==> src/hdl/vadpcm_pkg.sv <==
// shared types and constants of the vector adpcm frame decoder
`default_nettype none

package vadpcm_pkg;

  typedef enum logic {
    CMD_DECODE = 1'b0,
    CMD_WRITE  = 1'b1
  } cmd_kind_e;

  typedef struct packed {
    cmd_kind_e   kind;
    logic [3:0]  shift;
    logic [3:0]  pred;
    logic [31:0] grp0;
    logic [31:0] grp1;
    logic [7:0]  idx;
    logic [15:0] coef;
  } cmd_t;

  localparam int unsigned QUEUE_DEPTH = 2;

  localparam logic [1:0] REG_COUNT = 2'd0;
  localparam logic [1:0] REG_ORDER = 2'd1;

  localparam logic [4:0] COUNT_RESET = 5'd1;
  localparam logic [3:0] ORDER_RESET = 4'd2;
  localparam logic [3:0] ORDER_TWO   = 4'd2;

  localparam int unsigned Q_BITS = 11;
  localparam logic signed [31:0] SAMPLE_MAX = 32'sd32767;
  localparam logic signed [31:0] SAMPLE_MIN = -32'sd32768;

  localparam logic [2:0] POS_PREV = 3'd6;
  localparam logic [2:0] POS_LAST = 3'd7;

endpackage

`default_nettype wire

==> src/hdl/vadpcm_queue.sv <==
// short command queue between front and back
`default_nettype none

module vadpcm_queue (
  input  wire logic              clk_i,
  input  wire logic              rst_ni,
  input  wire logic              push_valid_i,
  output logic                   push_ready_o,
  input  wire vadpcm_pkg::cmd_t  push_data_i,
  output logic                   pop_valid_o,
  input  wire logic              pop_ready_i,
  output vadpcm_pkg::cmd_t       pop_data_o
);
  import vadpcm_pkg::*;

  localparam int unsigned PtrW = (QUEUE_DEPTH > 1) ? $clog2(QUEUE_DEPTH) : 1;
  localparam int unsigned CntW = $clog2(QUEUE_DEPTH + 1);

  cmd_t            ent_q [QUEUE_DEPTH];
  logic [PtrW-1:0] wr_ptr_q;
  logic [PtrW-1:0] rd_ptr_q;
  logic [CntW-1:0] cnt_q;
  logic            push;
  logic            pop;

  assign push_ready_o = (32'(cnt_q) < QUEUE_DEPTH);
  assign pop_valid_o  = (cnt_q != '0);
  assign pop_data_o   = ent_q[rd_ptr_q];
  assign push         = push_valid_i && push_ready_o;
  assign pop          = pop_valid_o && pop_ready_i;

  always_ff @(posedge clk_i or negedge rst_ni) begin
    if (!rst_ni) begin
      wr_ptr_q <= '0;
      rd_ptr_q <= '0;
      cnt_q    <= '0;
    end else begin
      if (push) begin
        wr_ptr_q <= (32'(wr_ptr_q) == QUEUE_DEPTH - 1) ? '0 : wr_ptr_q + 1'b1;
      end
      if (pop) begin
        rd_ptr_q <= (32'(rd_ptr_q) == QUEUE_DEPTH - 1) ? '0 : rd_ptr_q + 1'b1;
      end
      if (push && !pop) begin
        cnt_q <= cnt_q + 1'b1;
      end else if (pop && !push) begin
        cnt_q <= cnt_q - 1'b1;
      end
    end
  end

  always_ff @(posedge clk_i) begin
    if (push) begin
      ent_q[wr_ptr_q] <= push_data_i;
    end
  end

endmodule

`default_nettype wire

==> config.mk <==
export PLATFORM = sky130hd
export DESIGN_NAME = vadpcm_queue
export DESIGN_NICKNAME = d
export VERILOG_FILES = /design/src/hdl/vadpcm_pkg.sv /design/src/hdl/vadpcm_queue.sv
export SDC_FILE = /design/constraint.sdc
export NUM_CORES = 1
export LEC_CHECK = 0
export BUFFER_PORTS_ARGS = -buffer_cell sky130_fd_sc_hd__buf_2
export CAP_MARGIN = 20
export CORE_MARGIN = 2
export CORE_UTILIZATION = 47
export DETAILED_ROUTE_END_ITERATION = 8
export PLACE_DENSITY = 0.86
export SYNTH_ARGS = -nofsm -noshare
export SYNTH_HDL_FRONTEND = slang
export SYNTH_SLANG_ARGS = --single-unit
==> constraint.sdc <==
create_clock -name clk_i -period 5 [get_ports clk_i]
set_input_delay 1 -clock clk_i [delete_from_list [all_inputs] [get_ports clk_i]]
set_output_delay 1 -clock clk_i [all_outputs]
set_load 0.02 [all_outputs]
==> results.yml <==
floorplan:
  initial_core_util_pct: 48.0
  die_h_microns: 128
  core_sq_um: 15100
  row_count: 45
  die_area_sq_um: 16500
  dieWidth_microns: 128
  io-pin-count: 200
clock_network:
  path_clk_slew_ps: 70
  tritoncts: "done"
  clk_latency_ps: 420
  clockRootBuffer: "clkbuf_16"
  htreeDepth: 4
  post-cts-setup-buffer-count: 0
  clkSinkCount: 198
  cts_resized: 0
  cts_buffers: 17
  max-clock-path-buffers: 2
  cts_hold_buffers: 0
setup_path:
  worst_setup_path_end_kind: "output port"
  cp-start-kind: "register"
  cp.buffers_inverters: 2
  crit_chain: "buf_4, mux2_2, buf_2"
  critPathKind: "reg2out"
  crit_arrival_ps: 2130
  worstPathRequired_ps: 4000
  crit_slowest_cell: "dfrtp_4"
  path_delay_family: "flip-flops"
  path_max_fanout: 39
  crit_path_max_incr_delay_ps: 780
grt:
  antenna_found_initial: 0
  grtUsageTotal_pct: 15.6
  grt_max_degree: 85
  grt_overflow: 0
  grt_pass1_wl_microns: 19200
  grt_pass1_vias: 3832
synth:
  synth_edf_count: 194
  syn_avg_cell_area_sq_um: 22.8
  syn_nets: 421
  ys.flop_type: "edfxtp_1"
  synth_cells: 319
  synth.largest_area_cell: "edfxtp_1"
  seq_area_frac_synth_pct: 81.6
  synth_area_leaders: "edfxtp_1 80%, mux2_2 12%, mux2_4 4.1%"
  yosys_warnings: 0
  ys_ff_latch: 198
  ys_types: 15
  yosysTopAreaCellShare_pct: 80.2
  syn_area_sq_um: 7270
  async_reset_ff_share_pct: 2.02
job:
  maxCapViolations: 0
timing:
  hold_violations: 0
  clock_skew_ps: 4.54
  finalSetupTns_ps: 0
  period_share_pct: 62.7
  rsz0062_at_grt: "no"
  setup_ws_ps: 1870
  slew_violations: 0
  finalSetupViolCount: 0
  max_freq_mhz: 319
  worst_pin_slew_ps: 697
  max-slew-margin-rel_pct: 53.5
  period_needed_ps: 3130
final_layout:
  multiInputGateArea_sq_um: 1270
  fin_nets: 634
  register_area_sq_um: 5930
  area_delta_synth_final_pct: 25.7
  antenna_cells: 0
  final.fill_count: 1096
  layout-drive-gt1-share_pct: 61.8
power_and_ir_drop:
  leakagePower_nw: 3.47
  p_per_area_nw_per_um2: 586
  p_total_mw: 5.36
  vdd_drop_max_v: 0.000355
drt:
  drtIter0Drc: 146
  vias_per_cell: 4.99
  dr_total_vias: 3658
  drc: 0
  wl_per_cell_microns: 17.0
  routed_wl_microns: 12500
  first_pass_iters: 4
  postRouteAntennaNets: 0
placement:
  io_buffers: 199
  hpwlAfterDp_microns: 8350
  pre_cts_slack_ps: 1830
  gp_congestion: 0.755
min_path:
  hp-class: "in2async"
run_status:
  status: "finished clean"
-- worst register-to-register path, stage by stage (launching register included) --
cell and delay (ps):
dfrtp_1 400, nor2b_1 300, and2_4 520, buf_16 320
-- per-layer routing --
layer / up-vias / wire length, microns / GRT usage (%)
met5: - / 0 / 0
met4: 0 / 210 / 6.33
met3: 17 / 1050 / 6.32
met2: 149 / 6370 / 26.2
met1: 1798 / 4870 / 17.8
li1: 1694 / - / -
-- flip-flops by register name (all words and copies together) (netlist names) --
register,count
ent_q,194
cnt_q,2
rd_ptr_q,1
wr_ptr_q,1
-- synthesized netlist by cell type (all sizes together) (2+ instances only) --
cell    count
buf        11
dfrtp       4
xor2        2
mux2       97
edfxtp    194
xnor2       3
nor2b       2
-- logic make-up (layout without fill, tap and decap cells) --
group                      after synthesis  in the layout  share of synthesized area, %
buffers and inverters                   12            238                          1.15
and+or+nand+nor                          6              6                         0.448
xor gates and xnor gates                 5              5                         0.603
DFF                                    198            198                          81.6
muxes                                   97             97                          16.1
adders and majority gates                1              1                         0.172
-- final cells by class --
class                      instances  share of cell area (%)
clock inverter                    15                    2.12
timing repair buffer             205                    11.8
inverter                           1                  0.0411
sequential                       198                    64.9
tap                              188                    2.57
clock buffer                      17                    4.66
multi-input combinational        109                    13.9
-- worst paths after layout --
path | startpoint | to | slack, ps | depth (start not counted)
max | rd_ptr_q | pop_data_o[10] | 1870 | 3
min | rst_ni | wr_ptr_q | 370 | 1
max reg2reg | cnt_q[1] | ent_q[1][9] | 3100 | 3
min reg2reg | cnt_q[0] | cnt_q[0] | 550 | 1
max in group asynchronous | rst_ni | rd_ptr_q | 4500 | 1
min in group clk_i | cnt_q[0] | cnt_q[0] | 550 | 1
-- through the flow --
stage	instances	hold WS (ps)	utilization (%)	instance area (sq um)
2_1_floorplan	319	473	-	7270
3_3_place_gp	699	496	55.9	8460
3_5_place_dp	699	527	55.9	8460
4_1_cts	731	343	60.0	9080
5_1_grt	733	347	60.3	9140
6_report	733	372	60.3	9140
-- cells in the final DEF, fill, tap and decap left out --
| cell type | n |
|---|---|
| nor2_1 | 1 |
| clkinv_1 | 1 |
| nor2b_4 | 1 |
| buf_2 | 199 |
| clkinvlp_4 | 1 |
| and2_4 | 1 |
| buf_16 | 2 |
| xnor2_1 | 3 |
| or2_2 | 1 |
| mux2_4 | 20 |
| clkinv_4 | 4 |
| dfrtp_1 | 3 |
| ha_1 | 1 |
| nor2b_1 | 1 |
| inv_1 | 1 |
| clkbuf_16 | 17 |
| inv_6 | 4 |
| dfrtp_4 | 1 |
| bufinv_16 | 3 |
| xor2_1 | 2 |
| inv_8 | 2 |
| mux2_2 | 77 |
| buf_4 | 4 |
| edfxtp_1 | 194 |
| nand2_1 | 1 |
-- report_power, final --
| part | internal, mW | switching (mW) |
|---|---|---|
| combinational | 0.704 | 0.945 |
| sequential | 2.18 | 0.137 |
| clock | 0.802 | 0.593 |
(Power assumes the default switching activity.)
