File: src/hdl/vadpcm_pkg.sv
// shared types and constants of the vector adpcm frame decoder
`default_nettype none

package vadpcm_pkg;

  typedef enum logic {
    CMD_DECODE = 1'b0,
    CMD_WRITE  = 1'b1
  } cmd_kind_e;

  typedef struct packed {
    cmd_kind_e   kind;
    logic [3:0]  shift;
    logic [3:0]  pred;
    logic [31:0] grp0;
    logic [31:0] grp1;
    logic [7:0]  idx;
    logic [15:0] coef;
  } cmd_t;

  localparam int unsigned QUEUE_DEPTH = 2;

  localparam logic [1:0] REG_COUNT = 2'd0;
  localparam logic [1:0] REG_ORDER = 2'd1;

  localparam logic [4:0] COUNT_RESET = 5'd1;
  localparam logic [3:0] ORDER_RESET = 4'd2;
  localparam logic [3:0] ORDER_TWO   = 4'd2;

  localparam int unsigned Q_BITS = 11;
  localparam logic signed [31:0] SAMPLE_MAX = 32'sd32767;
  localparam logic signed [31:0] SAMPLE_MIN = -32'sd32768;

  localparam logic [2:0] POS_PREV = 3'd6;
  localparam logic [2:0] POS_LAST = 3'd7;

endpackage

`default_nettype wire

File: src/hdl/vadpcm_front.sv
// front end: takes items, drops frames that cannot decode, reduces the predictor number
`default_nettype none

module vadpcm_front #(
  parameter int unsigned MAX_PREDICTORS = 16
) (
  input  wire logic             clk_i,
  input  wire logic             rst_ni,
  input  wire logic             in_valid_i,
  output logic                  in_ready_o,
  input  wire logic             mode_i,
  input  wire logic [7:0]       header_byte_i,
  input  wire logic [31:0]      first_group_i,
  input  wire logic [31:0]      second_group_i,
  input  wire logic [7:0]       coef_index_i,
  input  wire logic [15:0]      coef_value_i,
  input  wire logic [4:0]       count_i,
  input  wire logic [3:0]       order_i,
  output logic                  push_valid_o,
  input  wire logic             push_ready_i,
  output vadpcm_pkg::cmd_t      push_data_o
);
  import vadpcm_pkg::*;

  localparam logic [1:0] F_IDLE = 2'd0;
  localparam logic [1:0] F_MOD  = 2'd1;
  localparam logic [1:0] F_PUSH = 2'd2;

  logic [1:0] fst_q, fst_d;
  cmd_t       cmd_q;
  logic [3:0] num_q;
  logic [3:0] rem_q;
  logic [1:0] step_q;
  logic       cfg_ok;
  logic       accept;
  logic [4:0] trial;
  logic [4:0] trial_red;

  assign cfg_ok = (count_i != 5'd0) && (32'(count_i) <= MAX_PREDICTORS) &&
                  (order_i == ORDER_TWO);
  assign accept = in_valid_i && in_ready_o;

  assign in_ready_o   = (fst_q == F_IDLE);
  assign push_valid_o = (fst_q == F_PUSH);
  assign push_data_o  = cmd_q;

  // one restoring step of header nibble mod count
  assign trial     = {rem_q, num_q[3]};
  assign trial_red = (trial >= count_i) ? (trial - count_i) : trial;

  always_comb begin
    fst_d = fst_q;
    case (fst_q)
      F_IDLE: begin
        if (accept) begin
          if (mode_i) begin
            fst_d = F_PUSH;
          end else if (cfg_ok) begin
            fst_d = F_MOD;
          end
        end
      end
      F_MOD: begin
        if (step_q == 2'd3) begin
          fst_d = F_PUSH;
        end
      end
      F_PUSH: begin
        if (push_ready_i) begin
          fst_d = F_IDLE;
        end
      end
      default: fst_d = F_IDLE;
    endcase
  end

  always_ff @(posedge clk_i or negedge rst_ni) begin
    if (!rst_ni) begin
      fst_q  <= F_IDLE;
      step_q <= 2'd0;
    end else begin
      fst_q <= fst_d;
      if (fst_q == F_MOD) begin
        step_q <= step_q + 2'd1;
      end else begin
        step_q <= 2'd0;
      end
    end
  end

  always_ff @(posedge clk_i) begin
    if (accept) begin
      cmd_q.kind  <= mode_i ? CMD_WRITE : CMD_DECODE;
      cmd_q.shift <= header_byte_i[7:4];
      cmd_q.pred  <= 4'd0;
      cmd_q.grp0  <= first_group_i;
      cmd_q.grp1  <= second_group_i;
      cmd_q.idx   <= coef_index_i;
      cmd_q.coef  <= coef_value_i;
      num_q       <= header_byte_i[3:0];
      rem_q       <= 4'd0;
    end else if (fst_q == F_MOD) begin
      num_q <= {num_q[2:0], 1'b0};
      rem_q <= trial_red[3:0];
      if (step_q == 2'd3) begin
        cmd_q.pred <= trial_red[3:0];
      end
    end
  end

endmodule

`default_nettype wire

File: config.mk
export PLATFORM = sky130hd
export DESIGN_NAME = vadpcm_front
export DESIGN_NICKNAME = d
export VERILOG_FILES = /design/src/hdl/vadpcm_pkg.sv /design/src/hdl/vadpcm_front.sv
export SDC_FILE = /design/constraint.sdc
export NUM_CORES = 1
export LEC_CHECK = 0
export ABC_CLOCK_PERIOD_IN_PS = 4800
export BUFFER_PORTS_ARGS = -buffer_cell sky130_fd_sc_hd__buf_2
export CORE_AREA = 4 4 116 118
export CTS_CLUSTER_SIZE = 40
export DETAILED_ROUTE_END_ITERATION = 6
export DIE_AREA = 0 0 120 122
export GPL_TIMING_DRIVEN = 0
export PLACE_DENSITY = 0.69
export SETUP_SLACK_MARGIN = 0.15
export SLEW_MARGIN = 30
export SYNTH_ARGS = -nofsm -noshare
export SYNTH_HDL_FRONTEND = slang
export SYNTH_SLANG_ARGS = --single-unit
File: constraint.sdc
create_clock -name clk_i -period 4.8 [get_ports clk_i]
set_input_delay 0.48 -clock clk_i [delete_from_list [all_inputs] [get_ports clk_i]]
set_output_delay 0.48 -clock clk_i [all_outputs]
set_load 0.005 [all_outputs]
==> out/qor.csv, run 1 <==
metric,value,unit
status,completed,
placed inst area,4970,µm²
fin util,42.2,%
Synth Net Count,303,
area grow syn2layout,43.0,%
vias in the first global route,2460,
post-cts resize count,0,
Tightest Pin Transition,429,ps
WP depth,4,
1st-pass router iterations,4,
cell area power density,387,nW/µm²
H-tree levels,3,
clk_lat worst skew,340,ps
Post-synth EDFFs,97,
dpl ws,2830,ps
vias per cell,4.13,
Antenna Nets Post-Route,0,
Min-Delay Path Class,in -> reg,
Post-Route WL,8710,µm
Crit-path slowest cell,dfrtp_1,
top achievable clock speed,551,MHz
Setup crit end kind,register,
CP top delay family,buffers and inverters,
Die Height,122,µm
Final Critical Period,1810,ps
Num Clock Sinks,109,
unrepaired setup endpoints after global routing,no,
CP Class,reg -> reg,
Ys Warns,0,
CP Data Required Time,4810,ps
Clock Tree Root,clkbuf_16,
Clock Path Buffers,2,
Seq cells post-synth,109,
port buffer count,208,
Worst-path clk slew,80,ps
register area share after synthesis,86.2,%
Yosys cell types,31,
I/O Pins,209,
CTS tree,done,
Routed wire per std cell,14.9,µm
slowest cell delay on critical path,430,ps
arrival time at the worst endpoint,1830,ps
Worst setup SP type,register,
Pleak,2.27,nW
Worst Hold Margin,310,ps
Worst R2R Path Depth,4,
chip width,120,µm
CTS Hold Buffers Added,1,
largest net degree at the start of global routing,55,
top_reg_cell synth,edfxtp_1,
first-pass GRT wire length,12800,µm
row count,41,
Initial Utilization,29.5,%
Post-CTS Setup Repair Bufs,0,
"Cell Area, Synth",3680,µm²
Final Hold Fails,0,
"count leader, synth",edfxtp_1,
max cap viols,0,
DR iter-0 viols,142,
Overflow after GRT,0,
core area,12500,µm²
DRC,0,
vias post-DR,2412,
CTS Buf Count,9,
Syn Inst Count,186,
post-synth top area share,79.1,%
initial antenna violation count,0,
"Async S/R FF share, synth",3.67,%
Peak VDD IR,0.119,mV
Worst slew margin,71.4,%
share of cells above drive strength 1,56.3,%
Setup WS post-layout,2990,ps
hold-critical path depth,1,
CP bufs+invs,2,
Layout Skew,6.47,ps
DPL Wire Length,6740,µm
setup TNS,0,ps
period utilization,37.8,%
synth top area cells,"edfxtp_1, dfxtp_1, dfrtp_1",
Final GP Congestion,0.813,
post-synth top area cell,edfxtp_1,
pins over their slew limit,0,
overall routing resource usage,11.4,%
die area,14600,µm²
Synth top cells by count,"edfxtp_1, nand2_1, dfxtp_1, inv_1, o21ai_0",
"Design Area, Final",5260,µm²
nets@finish,524,
mean post-synth cell area,19.8,µm²
final setup violation count,0,
worst-path cell chain,"nor2_1, nand2_1, inv_6, buf_16",
Crit Path Max Fanout,54,
antenna cells,0,
worst reg2reg setup slack,2990,ps
[metal layers]
layer	GRT usage, %	part of all wire (%)	vias to the layer above
met5	0	0	-
met4	4.44	2.0	0
met3	3.99	8.9	13
met2	20.6	53	124
met1	12.4	36	1133
li1	-	-	1142
[cells by family after synthesis]
family                     count (synthesis)  share of synthesized area [%]
and+or+nand+nor                           34                           4.62
DFF                                      109                           86.2
muxes                                      4                           1.22
AOI/OAI and AO/OA                         19                           3.64
xor gates and xnor gates                   3                          0.714
buffers and inverters                     10                           1.02
adders and majority gates                  7                           2.58
[registers in the layout (all words and copies together), names as in the netlist]
register and flops:
num_q 4, fst_q 2, rem_q 4, step_q 2, push_data_o 97
[area by class of cell]
cell class	count	area (µm²)
Clock inverter	6	55.1
Fill cell	1183	7200
Inverter	8	35.0
Sequential cell	109	3170
Multi-Input combinational cell	67	470
Buffer	2	7.51
Clock buffer	10	229
Tap cell	172	215
Timing Repair Buffer	210	1080
[layout by cell type, fill, tap and decap left out, types with 2 or more instances in the layout]
master | synthesis | routed
clkbuf_16 | 0 | 9
dfxtp_1 | 8 | 8
nand2_1 | 13 | 13
dfrtp_1 | 4 | 4
inv_1 | 8 | 7
nor2_1 | 4 | 4
o21ai_0 | 8 | 8
inv_6 | 0 | 3
nand2b_1 | 3 | 3
edfxtp_1 | 97 | 97
buf_2 | 0 | 208
clkinvlp_4 | 0 | 2
a21oi_2 | 2 | 2
ha_1 | 6 | 6
mux2i_1 | 3 | 3
xnor2_1 | 2 | 2
a21oi_1 | 3 | 3
nor2b_1 | 2 | 2
nand3_1 | 6 | 6
inv_8 | 0 | 2
clkbuf_1 | 2 | 3
[stage by stage]
step	instances	total power, mW
after floorplan	186	1.23
after global placement	566	1.35
after detailed placement	567	1.36
after CTS	584	2.07
after global routing	584	2.13
final	584	2.04
[where the power goes]
part | internal (mW) | switching [mW] | total [mW]
sequential | 1.12 | 0.0189 | 1.14
combinational | 0.0911 | 0.104 | 0.195
clock | 0.364 | 0.341 | 0.704
total | 1.57 | 0.464 | 2.04
[worst paths after layout]
path / startpoint / endpoint
setup / recovery: fst_q[1] / push_data_o[41]
hold / removal: coef_value_i[0] / push_data_o[0]
setup reg to reg: fst_q[1] / push_data_o[41]
hold reg to reg: step_q[0] / step_q[0]
max in group asynchronous: rst_ni / step_q[1]
min in group asynchronous: rst_ni / fst_q[1]
(Power assumes the default switching activity.)
==> run 2, diff against run 1 <==
Settings changed: ABC_AREA from default to 1, ABC_CLOCK_PERIOD_IN_PS 4800 to 1800, CORE_AREA 4 4 116 118 to 4 4 119 121, DIE_AREA 0 0 120 122 to 0 0 123 125, PLACE_DENSITY 0.69 to 0.67.
Clock period 4.8 ns to 1.8 ns, I/O delays scaled along.
==> run 2 against run 1 <==
Net effect: hold slack got worse by 290 ps; final area increased by 20%; critical endpoint is now push_data_o[90]; largest cell class unchanged; highest routed layer unchanged; first-iteration DRC count decreased by 22%.
==> out/qor.csv, run 2 <==
metric,value,unit
CTS Buf Count,9,
DRC,0,
Worst R2R Path Depth,9,
DPL Wire Length,7130,µm
Crit Path Max Fanout,2,
Overflow after GRT,0,
CP Data Required Time,2050,ps
"commonest non-fill, non-tap cells in the layout","buf_2, edfxtp_1, dlygate4sd3_1, nand2_1, inv_1",
worst reg2reg setup slack,190,ps
row count,42,
Post-synth EDFFs,97,
cell area power density,1070,nW/µm²
Pleak,2.85,nW
crit path from,num_q[3],
Final Hold Fails,0,
"Async S/R FF share, synth",3.67,%
worst-path cell chain,"inv_1, ha_2, inv_2, fa_2, xor2_2, nand2_2, nand3_2, nand2_1, inv_1",
overall routing resource usage,12.9,%
Min-Delay Path Class,in -> reg,
Pwr Total,6.75,mW
fill count,1096,
max cap viols,0,
Setup crit end kind,register,
chip width,123,µm
Layout Skew,7.86,ps
"most common cell after layout, fill and taps aside",buf_2,
max reg flops,97,
Initial Utilization,29.3,%
CP Class,reg -> reg,
Worst-path clk slew,70,ps
period utilization,89.6,%
vias post-DR,2905,
Crit-path slowest cell,edfxtp_1,
antenna cells,0,
1st-pass router iterations,4,
unrepaired setup endpoints after global routing,yes,
top achievable clock speed,620,MHz
nets@finish,651,
dpl cells,617,
post-synth top area share,76.0,%
share of cells above drive strength 1,47.5,%
die area,15400,µm²
clk_lat worst skew,340,ps
pins over their slew limit,0,
RR Startpoint,num_q[3],
Top Metal Used,met4,
port buffer count,208,
most frequent cell on the critical path,inv_1,
Final Critical Period,1610,ps
top_reg_cell synth,edfxtp_1,
area grow syn2layout,64.8,%
Clock Tree Root,clkbuf_16,
status,completed,
Routed wire per std cell,14.5,µm
Setup crit end,push_data_o[90],
vias in the first global route,2926,
post-synth top area cell,edfxtp_1,
first-pass GRT wire length,15000,µm
placed inst area,5140,µm²
FF-to-FF End,push_data_o[90],
Seq cells post-synth,109,
Post-Route WL,10400,µm
met3 routed WL,912,µm
Syn Inst Count,231,
DR iter-0 viols,111,
Die Height,125,µm
Tightest Pin Transition,299,ps
Clock Path Buffers,2,
arrival time at the worst endpoint,1860,ps
WL met1,3830,µm
"Cell Area, Synth",3830,µm²
register area share after synthesis,82.8,%
synth top area cells,"edfxtp_1, dfxtp_1, nand2_1",
Synth top cells by count,"edfxtp_1, nand2_1, inv_1",
wire length on met2,5450,µm
H-tree levels,3,
Yosys cell types,25,
CTS tree,done,
vias per cell,4.06,
final setup violation count,0,
"Design Area, Final",6320,µm²
largest net degree at the start of global routing,42,
Worst setup SP type,register,
"count leader, synth",edfxtp_1,
Final GP Congestion,0.789,
core area,13100,µm²
Peak VDD IR,0.388,mV
mean post-synth cell area,16.6,µm²
Worst slew margin,80.1,%
Ys Warns,0,
Synth Net Count,348,
initial antenna violation count,0,
Num Clock Sinks,109,
Layout Cells excl Fill,715,
slowest cell delay on critical path,410,ps
Antenna Nets Post-Route,0,
I/O Pins,209,
==> run 2: repair_timing <==
| action | in CTS | in global routing |
|---|---|---|
| endpoints found under the setup margin | 11 | 9 |
| pin swaps | 1 | 6 |
| hold endpoints to repair | 71 | 8 |
| hold buffers | 68 | 8 |
| gates resized for setup | 0 | 5 |
| gates cloned | 2 | 0 |
| setup buffers | 0 | 4 |
==> run 2: how the worst min path moves through the flow <==
stage	depth (start not counted)	start	slack, ps	to
2_1_floorplan	0	rst_ni	-120	fst_q[0]
3_3_place_gp	1	rst_ni	-10	fst_q[0]
3_5_place_dp	1	rst_ni	-7	fst_q[0]
4_1_cts	1	first_group_i[20]	0.3	push_data_o[76]
5_1_grt	1	first_group_i[7]	-2	push_data_o[63]
6_report	1	second_group_i[5]	20	push_data_o[29]
==> run 2: routing by layer <==
metal  GRT usage [%]  up-vias
li1                -     1419
met1            13.1     1345
met2            24.2      128
met3            3.75       13
met4            5.47        0
met5               0        -
==> run 2: through the flow <==
step | utilization [%] | setup WS, ps | hold slack [ps] | setup TNS, ps
after floorplan | - | -157 | -116 | -8530
after global placement | 39.0 | -501 | -13.5 | -41690
after detailed placement | 39.3 | 29.8 | -7.34 | 0
after CTS | 47.2 | 171 | 0.309 | 0
after global routing | 48.3 | 99.0 | -2.31 | 0
final | 48.3 | 187 | 21.6 | 0
==> run 2: kinds of logic after synthesis <==
logic type	Yosys count	share of synthesized area, %
buf+inv	30	3.07
xor+xnor	2	0.457
fa+ha+maj	7	2.48
compound gates	7	1.08
flops	109	82.8
simple gates	76	10.1
==> run 2: critical path, delay by kind of cell (launching register included) <==
family        cells  cell delay (ps)
fa+ha+maj         2              570
flops             1              410
simple gates      3              220
buf+inv           3              180
xor+xnor          1              150
==> run 2: power by group <==
part           internal [mW]  switching, mW  total, mW
clock network           1.10          0.890       1.99
logic                  0.645          0.715       1.36
registers               3.28          0.120       3.40
total                   5.02           1.73       6.75
==> run 2: final cells by class <==
class	count	area, µm²	share of cell area (%)
multi-input cells	93	578	9.15
well taps	176	220	3.49
inverters	30	118	1.86
clock inverters	7	85.1	1.35
flip-flops and latches	109	3170	50.2
clock buffers	9	225	3.57
repair buffers	291	1920	30.3
==> run 3, diff against run 2 <==
Settings changed: PLACE_DENSITY 0.67 to 0.59.
==> run 3 against run 2 <==
Net effect: final area fell by 2.5%; maximum frequency is 0.52% higher; sequential power hardly changed; combinational power fell by 8%; routed wire length shrank 7.8%; register-to-register slack about the same; clock power barely moved.
==> out/qor.csv, run 3 (synthesis results as in run 2) <==
metric,value,unit
Setup crit end kind,register,
max cap viols,0,
CP Data Required Time,2040,ps
worst reg2reg setup slack,200,ps
FF-to-FF End,push_data_o[90],
final setup violation count,0,
1st-pass router iterations,4,
multi-input logic area,567,µm²
Die Height,125,µm
Clock Path Buffers,2,
Worst-path clk slew,70,ps
Tightest Pin Transition,362,ps
H-tree levels,3,
Pleak,2.78,nW
vias in the first global route,2953,
status,completed,
slowest cell delay on critical path,420,ps
crit path from,num_q[3],
Setup WS post-layout,195,ps
Antenna Nets Post-Route,0,
Clock Tree Root,clkbuf_16,
CTS tree,done,
vias post-DR,2817,
fill count,1182,
Worst R2R Path Depth,9,
I/O Pins,209,
Final GP Congestion,0.824,
cell area power density,1080,nW/µm²
Worst setup SP type,register,
Final Hold Fails,0,
top achievable clock speed,623,MHz
largest net degree at the start of global routing,44,
hold endpoint,push_data_o[24],
die area,15400,µm²
"most common cell after layout, fill and taps aside",buf_2,
chip width,123,µm
Min-Delay Path Class,in -> reg,
most frequent cell on the critical path,inv_1,
Peak VDD IR,0.500,mV
dpl ws,104,ps
CP Class,reg -> reg,
hold-critical path depth,1,
"commonest non-fill, non-tap cells in the layout","buf_2, edfxtp_1, dlygate4sd3_1, nand2_1, inv_1",
fin util,47.1,%
DR iter-0 viols,125,
Final Critical Period,1600,ps
Num Clock Sinks,109,
core area,13100,µm²
Layout Skew,6.67,ps
DRC,0,
Routed wire per std cell,13.6,µm
max reg flops,97,
pins over their slew limit,0,
overall routing resource usage,11.9,%
RR Startpoint,num_q[3],
share of cells above drive strength 1,48.4,%
Crit Path Max Fanout,2,
Crit-path slowest cell,edfxtp_1,
DPL Wire Length,7090,µm
Worst slew margin,75.6,%
Reg area,3170,µm²
Overflow after GRT,0,
vias per cell,4.00,
Post-Route WL,9580,µm
initial antenna violation count,1,
row count,42,
period utilization,89.2,%
CTS Buf Count,9,
worst-path cell chain,"inv_1, ha_2, inv_2, fa_2, xor2_2, nand2_2, nand3_2, nand2_1, inv_1",
unrepaired setup endpoints after global routing,yes,
area grow syn2layout,60.7,%
clk_lat worst skew,340,ps
Pwr Total,6.62,mW
nets@finish,639,
Worst Hold Launch,second_group_i[0],
arrival time at the worst endpoint,1850,ps
first-pass GRT wire length,14200,µm
port buffer count,208,
Initial Utilization,29.3,%
run 3: cell count changes in the layout (fill, tap and decap cells not counted), sizes merged:
cell | previous run | this run
dlygate4sd3 | 76 | 64
buf | 214 | 216
diode | 0 | 1
nor2 | 14 | 13
inv | 28 | 27
clkinv | 7 | 8
bufbuf | 1 | 0
run 3: what timing repair did:
item                                    CTS  global route
gates cloned                              0             0
hold buffers                             60             4
setup buffers                             4             2
endpoints found under the setup margin   11             2
resized for setup                         0             5
pin swaps                                 1             4
endpoints found under the hold margin    63             4
run 3: final cells by class:
cell class / instances / area share [%]
timing repair buffer: 280 / 28.7
inverter: 30 / 1.91
tap: 176 / 3.58
antenna: 1 / 0.0406
clock inverter: 7 / 1.40
multi-input combinational: 92 / 9.20
sequential: 109 / 51.5
clock buffer: 9 / 3.66
run 3: through the flow:
stage / cell area, µm² / TNS, ps / cells / hold slack [ps]
finish: 6160 / 0 / 704 / 20.5
global placement: 5100 / -44240 / 615 / -13.8
detailed placement: 5140 / 0 / 617 / -11.3
floorplan: 3840 / -8530 / 231 / -116
CTS: 6080 / 0 / 697 / 0.0787
global route: 6160 / 0 / 703 / 0.0103
run 3: per-layer routing:
| metal | routed length (µm) | GRT usage (%) |
|---|---|---|
| met3 | 827 | 3.34 |
| met2 | 5080 | 21.9 |
| met1 | 3510 | 12.6 |
| met5 | 0 | 0 |
| met4 | 155 | 4.82 |
run 3: where the power goes:
part	internal, mW	switching [mW]
sequential	3.28	0.102
clock	1.10	0.895
combinational	0.574	0.673
total	4.95	1.67
run 3: critical path: cells and delay by family, from the launching register on:
family | cells | cell delay (ps)
buf+inv | 3 | 160
flops | 1 | 420
xor+xnor | 1 | 150
fa+ha+maj | 2 | 570
simple gates | 3 | 210
run 3: how the worst max path moves through the flow:
stage,cells past startpoint,endpoint
global route,9,push_data_o[90]
CTS,9,push_data_o[90]
floorplan,5,num_q[0]
finish,9,push_data_o[90]
detailed placement,9,push_data_o[91]
global placement,8,push_data_o[89]
